$ cat config.mk
export PLATFORM = sky130hd
export DESIGN_NAME = multipart_body_boundary_scanner_top
export DESIGN_NICKNAME = d
export VERILOG_FILES = /design/src/rtl/core/mbbs_pkg.sv /design/src/rtl/core/mbbs_mem.sv /design/src/rtl/core/mbbs_ctrl.sv /design/src/rtl/core/multipart_body_boundary_scanner_top.sv
export SDC_FILE = /design/constraint.sdc
export NUM_CORES = 1
export LEC_CHECK = 0
export ABC_AREA = 1
export BUFFER_PORTS_ARGS = -buffer_cell sky130_fd_sc_hd__buf_2
export CAP_MARGIN = 30
export CELL_PAD_IN_SITES_DETAIL_PLACEMENT = 1
export CELL_PAD_IN_SITES_GLOBAL_PLACEMENT = 2
export CORE_UTILIZATION = 47
export CTS_BUF_LIST = sky130_fd_sc_hd__clkbuf_8
export CTS_CLUSTER_DIAMETER = 200
export CTS_CLUSTER_SIZE = 25
export DETAILED_ROUTE_END_ITERATION = 7
export PLACE_DENSITY = 0.93
export SYNTH_ARGS = -nofsm -noshare
export SYNTH_HDL_FRONTEND = slang
export SYNTH_SLANG_ARGS = --single-unit
$ cat constraint.sdc
create_clock -name clk -period 9.5 [get_ports clk]
set_input_delay 1.9 -clock clk [delete_from_list [all_inputs] [get_ports clk]]
set_output_delay 1.9 -clock clk [all_outputs]
set_load 0.05 [all_outputs]
$ cat src/rtl/core/mbbs_pkg.sv
// Shared types and constants for the multipart boundary delimiter scanner.
package mbbs_pkg;

	localparam int CMD_W  = 2;
	localparam int BYTE_W = 8;
	localparam int IDX_W  = 6;
	localparam int KIND_W = 3;
	localparam int POS_W  = 7;

	// Input commands
	localparam logic [CMD_W-1:0] CMD_WR    = 2'd0;
	localparam logic [CMD_W-1:0] CMD_BEGIN = 2'd1;
	localparam logic [CMD_W-1:0] CMD_BODY  = 2'd2;

	// Result kinds
	localparam logic [KIND_W-1:0] KIND_DATA  = 3'd0;
	localparam logic [KIND_W-1:0] KIND_DELIM = 3'd1;
	localparam logic [KIND_W-1:0] KIND_CLOSE = 3'd2;
	localparam logic [KIND_W-1:0] KIND_EOL   = 3'd3;
	localparam logic [KIND_W-1:0] KIND_ERR   = 3'd4;

	localparam logic [BYTE_W-1:0] CH_CR   = 8'h0D;
	localparam logic [BYTE_W-1:0] CH_LF   = 8'h0A;
	localparam logic [BYTE_W-1:0] CH_DASH = 8'h2D;

	// CR LF '-' '-' in front of the boundary string
	localparam logic [POS_W-1:0] DELIM_HDR = 7'd4;

	typedef struct packed {
		logic              valid;
		logic [KIND_W-1:0] kind;
		logic [BYTE_W-1:0] value;
		logic              last;
	} res_t;

	typedef struct packed {
		logic              en;
		logic [IDX_W-1:0]  addr;
		logic [BYTE_W-1:0] data;
	} mem_wr_t;

	typedef struct packed {
		logic             en;
		logic [IDX_W-1:0] addr;
	} mem_rd_t;

endpackage

$ cat src/rtl/core/mbbs_mem.sv
// Boundary string store: one write port, one registered read port with write forwarding.
module mbbs_mem #(
	parameter int DEPTH = 60
) (
	input  logic                        clk,
	input  mbbs_pkg::mem_wr_t           wr,
	input  mbbs_pkg::mem_rd_t           rd,
	output logic [mbbs_pkg::BYTE_W-1:0] rd_data
);

	localparam int AW = (DEPTH > 1) ? $clog2(DEPTH) : 1;

	logic [mbbs_pkg::BYTE_W-1:0] store_q [DEPTH];
	logic [mbbs_pkg::BYTE_W-1:0] rd_data_q;

	always_ff @(posedge clk) begin
		if (wr.en) begin
			store_q[wr.addr[AW-1:0]] <= wr.data;
		end
		if (rd.en) begin
			// same-cycle write to the entry being read wins
			if (wr.en && wr.addr == rd.addr) begin
				rd_data_q <= wr.data;
			end else begin
				rd_data_q <= store_q[rd.addr[AW-1:0]];
			end
		end
	end

	assign rd_data = rd_data_q;

endmodule

$ cat src/rtl/core/mbbs_ctrl.sv
// Scan sequencer: delimiter match state, mismatch replay and result generation.
module mbbs_ctrl #(
	parameter int MAX_LEN = 60
) (
	input  logic                        clk,
	input  logic                        arst_n,
	input  logic                        in_valid,
	output logic                        in_ready,
	input  logic [mbbs_pkg::CMD_W-1:0]  cmd,
	input  logic [mbbs_pkg::BYTE_W-1:0] value,
	input  logic [mbbs_pkg::IDX_W-1:0]  index,
	input  logic                        can_emit,
	output mbbs_pkg::res_t              res,
	output mbbs_pkg::mem_wr_t           mem_wr,
	output mbbs_pkg::mem_rd_t           mem_rd,
	input  logic [mbbs_pkg::BYTE_W-1:0] rd_data
);

	localparam logic [2:0] M_IDLE    = 3'd0;
	localparam logic [2:0] M_MATCH   = 3'd1;
	localparam logic [2:0] M_DASH1   = 3'd2;
	localparam logic [2:0] M_DASH2   = 3'd3;
	localparam logic [2:0] M_SKIP    = 3'd4;
	localparam logic [2:0] M_SKIP_CR = 3'd5;
	localparam logic [2:0] M_DATA    = 3'd6;

	localparam logic [1:0] P_IDLE   = 2'd0;
	localparam logic [1:0] P_REPLAY = 2'd1;
	localparam logic [1:0] P_TAIL   = 2'd2;

	localparam logic [mbbs_pkg::IDX_W-1:0] MAX_IDX = mbbs_pkg::IDX_W'(MAX_LEN);
	localparam logic [mbbs_pkg::POS_W-1:0] MAX_POS = mbbs_pkg::POS_W'(MAX_LEN);

	typedef struct packed {
		logic [2:0]                  mode;
		logic [1:0]                  start;
		logic [mbbs_pkg::POS_W-1:0]  pos;
		mbbs_pkg::res_t              res;
	} step_t;

	logic [2:0]                  mode_q, mode_d;
	logic [1:0]                  phase_q, phase_d;
	logic [mbbs_pkg::IDX_W-1:0]  len_q, len_d;
	logic [mbbs_pkg::POS_W-1:0]  pos_q, pos_d;
	logic [1:0]                  start_q, start_d;
	logic [mbbs_pkg::POS_W-1:0]  rp_q, rp_d;
	logic [mbbs_pkg::BYTE_W-1:0] c_q, c_d;

	logic [mbbs_pkg::POS_W-1:0]  cur, cur_d, cur_off, pos_inc, rp_inc, lim, start_ext;
	logic [mbbs_pkg::BYTE_W-1:0] db;
	logic                        take, c_q_crlf, rp_last;
	step_t                       st, nx;

	// Data byte: CR or LF opens a candidate, anything else passes through.
	function automatic step_t data_step(input logic [mbbs_pkg::BYTE_W-1:0] c, input step_t s);
		step_t r;
		r = s;
		if (c == mbbs_pkg::CH_CR) begin
			r.mode  = M_MATCH;
			r.start = 2'd0;
			r.pos   = 7'd1;
		end else if (c == mbbs_pkg::CH_LF) begin
			r.mode  = M_MATCH;
			r.start = 2'd1;
			r.pos   = 7'd2;
		end else begin
			r.mode      = M_DATA;
			r.res.valid = 1'b1;
			r.res.kind  = mbbs_pkg::KIND_DATA;
			r.res.value = c;
			r.res.last  = 1'b1;
		end
		return r;
	endfunction

	// Rest of the delimiter line: wait for LF or CR LF.
	function automatic step_t skip_step(input logic [mbbs_pkg::BYTE_W-1:0] c, input step_t s);
		step_t r;
		r = s;
		if (c == mbbs_pkg::CH_CR) begin
			r.mode = M_SKIP_CR;
		end else if (c == mbbs_pkg::CH_LF) begin
			r.mode      = M_DATA;
			r.res.valid = 1'b1;
			r.res.kind  = mbbs_pkg::KIND_EOL;
			r.res.value = '0;
			r.res.last  = 1'b1;
		end else begin
			r.mode = M_SKIP;
		end
		return r;
	endfunction

	assign in_ready  = (phase_q == P_IDLE) && can_emit;
	assign take      = in_valid && in_ready;
	assign start_ext = {5'd0, start_q};
	assign lim       = {1'b0, len_q} + mbbs_pkg::DELIM_HDR;
	assign pos_inc   = pos_q + 7'd1;
	assign rp_inc    = rp_q + 7'd1;
	assign rp_last   = (rp_inc == pos_q);
	assign c_q_crlf  = (c_q == mbbs_pkg::CH_CR) || (c_q == mbbs_pkg::CH_LF);

	// Delimiter byte at the cursor; boundary characters come from the store.
	assign cur = (phase_q == P_REPLAY) ? rp_q : pos_q;
	always_comb begin
		if (cur == 7'd0) begin
			db = mbbs_pkg::CH_CR;
		end else if (cur == 7'd1) begin
			db = mbbs_pkg::CH_LF;
		end else if (cur < mbbs_pkg::DELIM_HDR) begin
			db = mbbs_pkg::CH_DASH;
		end else begin
			db = rd_data;
		end
	end

	always_comb begin
		mode_d  = mode_q;
		phase_d = phase_q;
		len_d   = len_q;
		pos_d   = pos_q;
		start_d = start_q;
		rp_d    = rp_q;
		c_d     = c_q;
		mem_wr  = '0;
		st      = '0;
		st.mode  = mode_q;
		st.start = start_q;
		st.pos   = pos_q;
		nx      = st;

		unique case (phase_q)
			P_IDLE: begin
				if (take) begin
					unique case (cmd)
						mbbs_pkg::CMD_WR: begin
							if (index < MAX_IDX) begin
								mem_wr.en   = 1'b1;
								mem_wr.addr = index;
								mem_wr.data = value;
							end
						end
						mbbs_pkg::CMD_BEGIN: begin
							len_d  = (index > MAX_IDX) ? MAX_IDX : index;
							nx.mode  = M_MATCH;
							nx.pos   = 7'd2;
							nx.start = 2'd2;
						end
						mbbs_pkg::CMD_BODY: begin
							unique case (mode_q) inside
								M_DATA: nx = data_step(value, st);
								M_MATCH: begin
									if (value == db) begin
										nx.pos = pos_inc;
										if (pos_inc >= lim) begin
											nx.mode      = M_DASH1;
											nx.res.valid = 1'b1;
											nx.res.kind  = mbbs_pkg::KIND_DELIM;
											nx.res.last  = 1'b1;
										end
									end else if (pos_q == start_ext) begin
										nx = data_step(value, st);
									end else begin
										phase_d = P_REPLAY;
										rp_d    = start_ext;
										c_d     = value;
									end
								end
								M_DASH1: begin
									if (value == mbbs_pkg::CH_DASH) begin
										nx.mode = M_DASH2;
									end else begin
										nx = skip_step(value, st);
									end
								end
								M_DASH2: begin
									if (value == mbbs_pkg::CH_DASH) begin
										nx.mode      = M_SKIP;
										nx.res.valid = 1'b1;
										nx.res.kind  = mbbs_pkg::KIND_CLOSE;
										nx.res.last  = 1'b1;
									end else begin
										nx = skip_step(value, st);
									end
								end
								M_SKIP, M_SKIP_CR: nx = skip_step(value, st);
								default: begin
									nx.mode      = M_IDLE;
									nx.res.valid = 1'b1;
									nx.res.kind  = mbbs_pkg::KIND_ERR;
									nx.res.last  = 1'b1;
								end
							endcase
						end
						default: ;
					endcase
					mode_d  = nx.mode;
					pos_d   = nx.pos;
					start_d = nx.start;
				end
			end
			P_REPLAY: begin
				if (can_emit) begin
					nx.res.valid = 1'b1;
					nx.res.kind  = mbbs_pkg::KIND_DATA;
					nx.res.value = db;
					nx.res.last  = rp_last && c_q_crlf;
					rp_d = rp_inc;
					if (rp_last) begin
						if (c_q_crlf) begin
							st      = data_step(c_q, st);
							mode_d  = st.mode;
							pos_d   = st.pos;
							start_d = st.start;
							phase_d = P_IDLE;
						end else begin
							mode_d  = M_DATA;
							phase_d = P_TAIL;
						end
					end
				end
			end
			P_TAIL: begin
				if (can_emit) begin
					nx.res.valid = 1'b1;
					nx.res.kind  = mbbs_pkg::KIND_DATA;
					nx.res.value = c_q;
					nx.res.last  = 1'b1;
					phase_d = P_IDLE;
				end
			end
			default: phase_d = P_IDLE;
		endcase
	end

	assign res = nx.res;

	// Read ahead for the next cursor so the store byte is ready when compared.
	assign cur_d       = (phase_d == P_REPLAY) ? rp_d : pos_d;
	assign cur_off     = cur_d - mbbs_pkg::DELIM_HDR;
	assign mem_rd.en   = (cur_d >= mbbs_pkg::DELIM_HDR) && (cur_off < MAX_POS);
	assign mem_rd.addr = cur_off[mbbs_pkg::IDX_W-1:0];

	always_ff @(posedge clk or negedge arst_n) begin
		if (!arst_n) begin
			mode_q  <= M_IDLE;
			phase_q <= P_IDLE;
			len_q   <= '0;
			pos_q   <= '0;
			start_q <= '0;
			rp_q    <= '0;
		end else begin
			mode_q  <= mode_d;
			phase_q <= phase_d;
			len_q   <= len_d;
			pos_q   <= pos_d;
			start_q <= start_d;
			rp_q    <= rp_d;
		end
	end

	always_ff @(posedge clk) begin
		c_q <= c_d;
	end

endmodule

$ cat src/rtl/core/multipart_body_boundary_scanner_top.sv
// Top level of the multipart body boundary delimiter scanner.
// A result shows on the output register in the cycle after its input transaction.
// Throughput: one input transaction per cycle while the output is taken; a failed candidate
//   holds off input while its replayed delimiter bytes (up to MAX_BOUNDARY_LEN+3) go out as
//   data results, followed by the re-examined byte itself when it is not a CR or LF.
// Reset: arst_n clears match state, boundary length and the output valid; the boundary
//   store is not cleared and holds garbage until written.
module multipart_body_boundary_scanner_top #(
	parameter int MAX_BOUNDARY_LEN = 60
) (
	input  logic                          clk,
	input  logic                          arst_n,
	// input channel
	input  logic                          in_valid,
	output logic                          in_ready,
	input  logic [mbbs_pkg::CMD_W-1:0]    cmd,
	input  logic [mbbs_pkg::BYTE_W-1:0]   value,
	input  logic [mbbs_pkg::IDX_W-1:0]    index,
	// result channel
	output logic                          out_valid,
	input  logic                          out_ready,
	output logic [mbbs_pkg::KIND_W-1:0]   kind,
	output logic [mbbs_pkg::BYTE_W-1:0]   value_res,
	output logic                          last
);

	mbbs_pkg::res_t              res;
	mbbs_pkg::mem_wr_t           mem_wr;
	mbbs_pkg::mem_rd_t           mem_rd;
	logic [mbbs_pkg::BYTE_W-1:0] rd_data;
	logic                        can_emit;

	logic                          out_valid_q;
	logic [mbbs_pkg::KIND_W-1:0]   kind_q;
	logic [mbbs_pkg::BYTE_W-1:0]   value_q;
	logic                          last_q;

	// The sequencer may hand over a new result whenever the output register frees up
	// in this cycle, so a result that is being taken never blocks a new input transaction.
	assign can_emit = !out_valid_q || out_ready;

	// Boundary characters live in a synchronous store; the sequencer reads one ahead.
	mbbs_mem #(
		.DEPTH (MAX_BOUNDARY_LEN)
	) u_mem (
		.clk     (clk),
		.wr      (mem_wr),
		.rd      (mem_rd),
		.rd_data (rd_data)
	);

	// Match state machine, replay of partial delimiters on a mismatch.
	mbbs_ctrl #(
		.MAX_LEN (MAX_BOUNDARY_LEN)
	) u_ctrl (
		.clk      (clk),
		.arst_n   (arst_n),
		.in_valid (in_valid),
		.in_ready (in_ready),
		.cmd      (cmd),
		.value    (value),
		.index    (index),
		.can_emit (can_emit),
		.res      (res),
		.mem_wr   (mem_wr),
		.mem_rd   (mem_rd),
		.rd_data  (rd_data)
	);

	// Output register: valid is control, the payload loads with each new result.
	always_ff @(posedge clk or negedge arst_n) begin
		if (!arst_n) begin
			out_valid_q <= 1'b0;
		end else if (res.valid) begin
			out_valid_q <= 1'b1;
		end else if (out_ready) begin
			out_valid_q <= 1'b0;
		end
	end

	always_ff @(posedge clk) begin
		if (res.valid) begin
			kind_q  <= res.kind;
			value_q <= res.value;
			last_q  <= res.last;
		end
	end

	assign out_valid = out_valid_q;
	assign kind      = kind_q;
	assign value_res = value_q;
	assign last      = last_q;

endmodule

==> reports/metrics.cfg <==
[sta]
skew_ps=47.8
worst_slack_ps=2690
timing.final.crit_share_pct=71.7
finalHoldViolations=0
tightest_slew_ps=1020
final_max_slew_viol_count=0
fin_crit_ps=6810
rsz0062_at_grt=false
slew_headroom_pct=32.2
setup_viol_count_final=0
clock.fmax_mhz=147
fin_setup_tns_ps=0

[critical_path]
cp-end-kind=flop
r2r_cells=30
cpPeakStageDelay_ps=490
crit_top_cell=nand2_1
worstSetupPathType=input port to flop
critPathLaunchType=input port
crit_start=value[0]
r2r_slack_ps=2970
rr_endpoint=u_mem.rd_data[3]
worstSetupEndpoint=u_mem.rd_data[3]
critPathSlowestCell=buf_4
worstPathRequired_ps=9960
r2r_start=u_ctrl.phase_q[1]
cp_max_fo=38
critical_path_arrival_ps=7270

[yosys]
synthXorXnorAreaFrac_pct=0.613
syn_area_mm2=0.0257
synth_mux_area_share_pct=0
synth-compound-area-share_pct=2.80
syn_avg_cell_area_um2=9.92
synth_cells=2593
synth_cell_types=54
yosysSeqAreaShare_pct=62.0
async_flop_share_pct=5.22
syn_nets=2628
synth_top_family_by_area=simple AND/OR/NAND/NOR gates
synth_edf_count=508
yosys.area_share.simple_pct=26.1
dominantRegCellSynth=edfxtp_1
yosys_warnings=0
yosys.area_share.adder_pct=0.730
synth.ff_latch_count=536

[global_route]
grt_pass1_wl_mm=117
antenna_found_initial=2
grt_pass1_vias=19600
grtUsageTotal_pct=27.4
globalRouteOverflowTotal=0
grt_max_degree=163

[clocking]
clk_pin_slew_ps=170
clock_sinks=536
cts_max_level=1
cts-root-buf=clkbuf_8
clock_path_buffers=3
cts_resized=0
cts_buffers=25
post_cts_buffers=0
insertion_delay_ps=710
cts_tree=built
postCtsHoldBufs=0

[finish]
layout_common_cells=550 x nand2_1, 508 x edfxtp_1, 490 x nand3_1
drive_gt1_share_pct=5.75
nFillCells=6008
nets=2584
area_growth_pct=4.32
layout_commonest_cell=nand2_1

[placed_design]
place_ws_ps=1970
port_buffers=33
dp_hpwl_mm=48.4
gp_congestion=0.889

[job]
maxCapViolCount=0

[route]
drtIter0Drc=1771
routedWlPerCell_um=23.4
drtAntennaViolNets=0
vias=18900
wl_mm=76.1
drc=0
drtPass1Iterations=5
viasPerCell=5.80

[floorplan]
ios=34
coreArea_mm2=0.0539
dieArea_mm2=0.0557
die_y_um=236
die_x_um=236
initial_core_util_pct=47.7
rows=85

[outcome]
status=complete, no violations

[hold_path]
min_from=u_ctrl.len_q[0]
hp-class=flop to flop

cell families (layout without fill, tap and decap cells):
family                     count (synthesis)  count (layout)
and+or+nand+nor                         1426            1426
DFF                                      536             536
other                                      0               1
xor gates and xnor gates                  18              18
adders and majority gates                 15              15
AOI/OAI and AO/OA                        121             121
buffers and inverters                    477             442
worst max-delay path: cells and delay by family:
kind	cells	cell delay, ps
AO/OA/AOI/OAI	1	90
AND/OR/NAND/NOR	19	2860
buffers and inverters	8	2160
adder cells (fa/ha/maj)	1	210
area by class of cell:
type                       count  area, um2  area share [%]
multi-input combinational   1580       7870            29.3
clock buffer                  25        344            1.28
timing repair buffer          55        408            1.52
clock inverter                11       57.6           0.214
sequential                   536      16000            59.5
inverter                     351       1330            4.94
tap                          696        871            3.25
antenna                        1       2.50         0.00933
worst min path at each step:
stage | endpoint | cells after the start | slack (ps)
floorplan | u_ctrl.len_q[0] | 2 | 450
detailed placement | u_ctrl.len_q[0] | 2 | 510
global route | u_ctrl.len_q[0] | 2 | 590
CTS | u_ctrl.len_q[0] | 2 | 550
finish | u_ctrl.len_q[0] | 2 | 550
global placement | u_ctrl.len_q[0] | 2 | 500
state kept, by name, summed over array words and instances, names as in the netlist:
| signal | count |
|---|---|
| u_mem.store_q | 480 |
| u_ctrl.c_q | 8 |
| u_mem.rd_data | 8 |
| value_res | 8 |
| u_ctrl.pos_q | 7 |
| u_ctrl.rp_q | 7 |
| u_ctrl.len_q | 6 |
| kind | 3 |
| u_ctrl.mode_q | 3 |
| u_ctrl.phase_q | 2 |
| u_ctrl.start_q | 2 |
| last | 1 |
| out_valid | 1 |
routing by layer:
layer  global-route usage [%]  up-vias  wire [um]
li1                         -     8620          -
met1                     37.4     9547      33100
met2                     45.2      614      36200
met3                     4.21      104       4860
met4                     8.08        2       1950
met5                        0        -          8
Yosys cell counts, types with 7 or more instances:
cell	count	area [um2]
clkbuf_1	21	78.8
buf_2	77	385
buf_1	11	41.3
dfrtp_1	28	701
nand3b_1	114	856
nand2_2	9	56.3
nand3_1	491	2460
o21ai_0	32	160
buf_6	11	124
inv_2	7	26.3
nor2_1	192	721
xor2_1	13	114
o211ai_1	12	90.1
inv_1	340	1280
a21oi_1	29	145
nor2_2	9	56.3
o21ai_1	18	90.1
nand2_1	553	2080
ha_1	15	188
nor3_1	8	40.0
edfxtp_1	508	15300
nand4_1	19	119
metrics by stage:
stage	utilization [%]	hold slack (ps)	instances	area, um2
2_1_floorplan	-	453	2593	25700
3_3_place_gp	48.8	505	3214	26300
3_5_place_dp	48.9	511	3216	26400
4_1_cts	49.7	552	3252	26800
5_1_grt	49.8	589	3255	26800
6_report	49.8	546	3255	26800
Power is not shown: default switching activity piles up to over one toggle a cycle in this logic, so the estimate is an artifact.
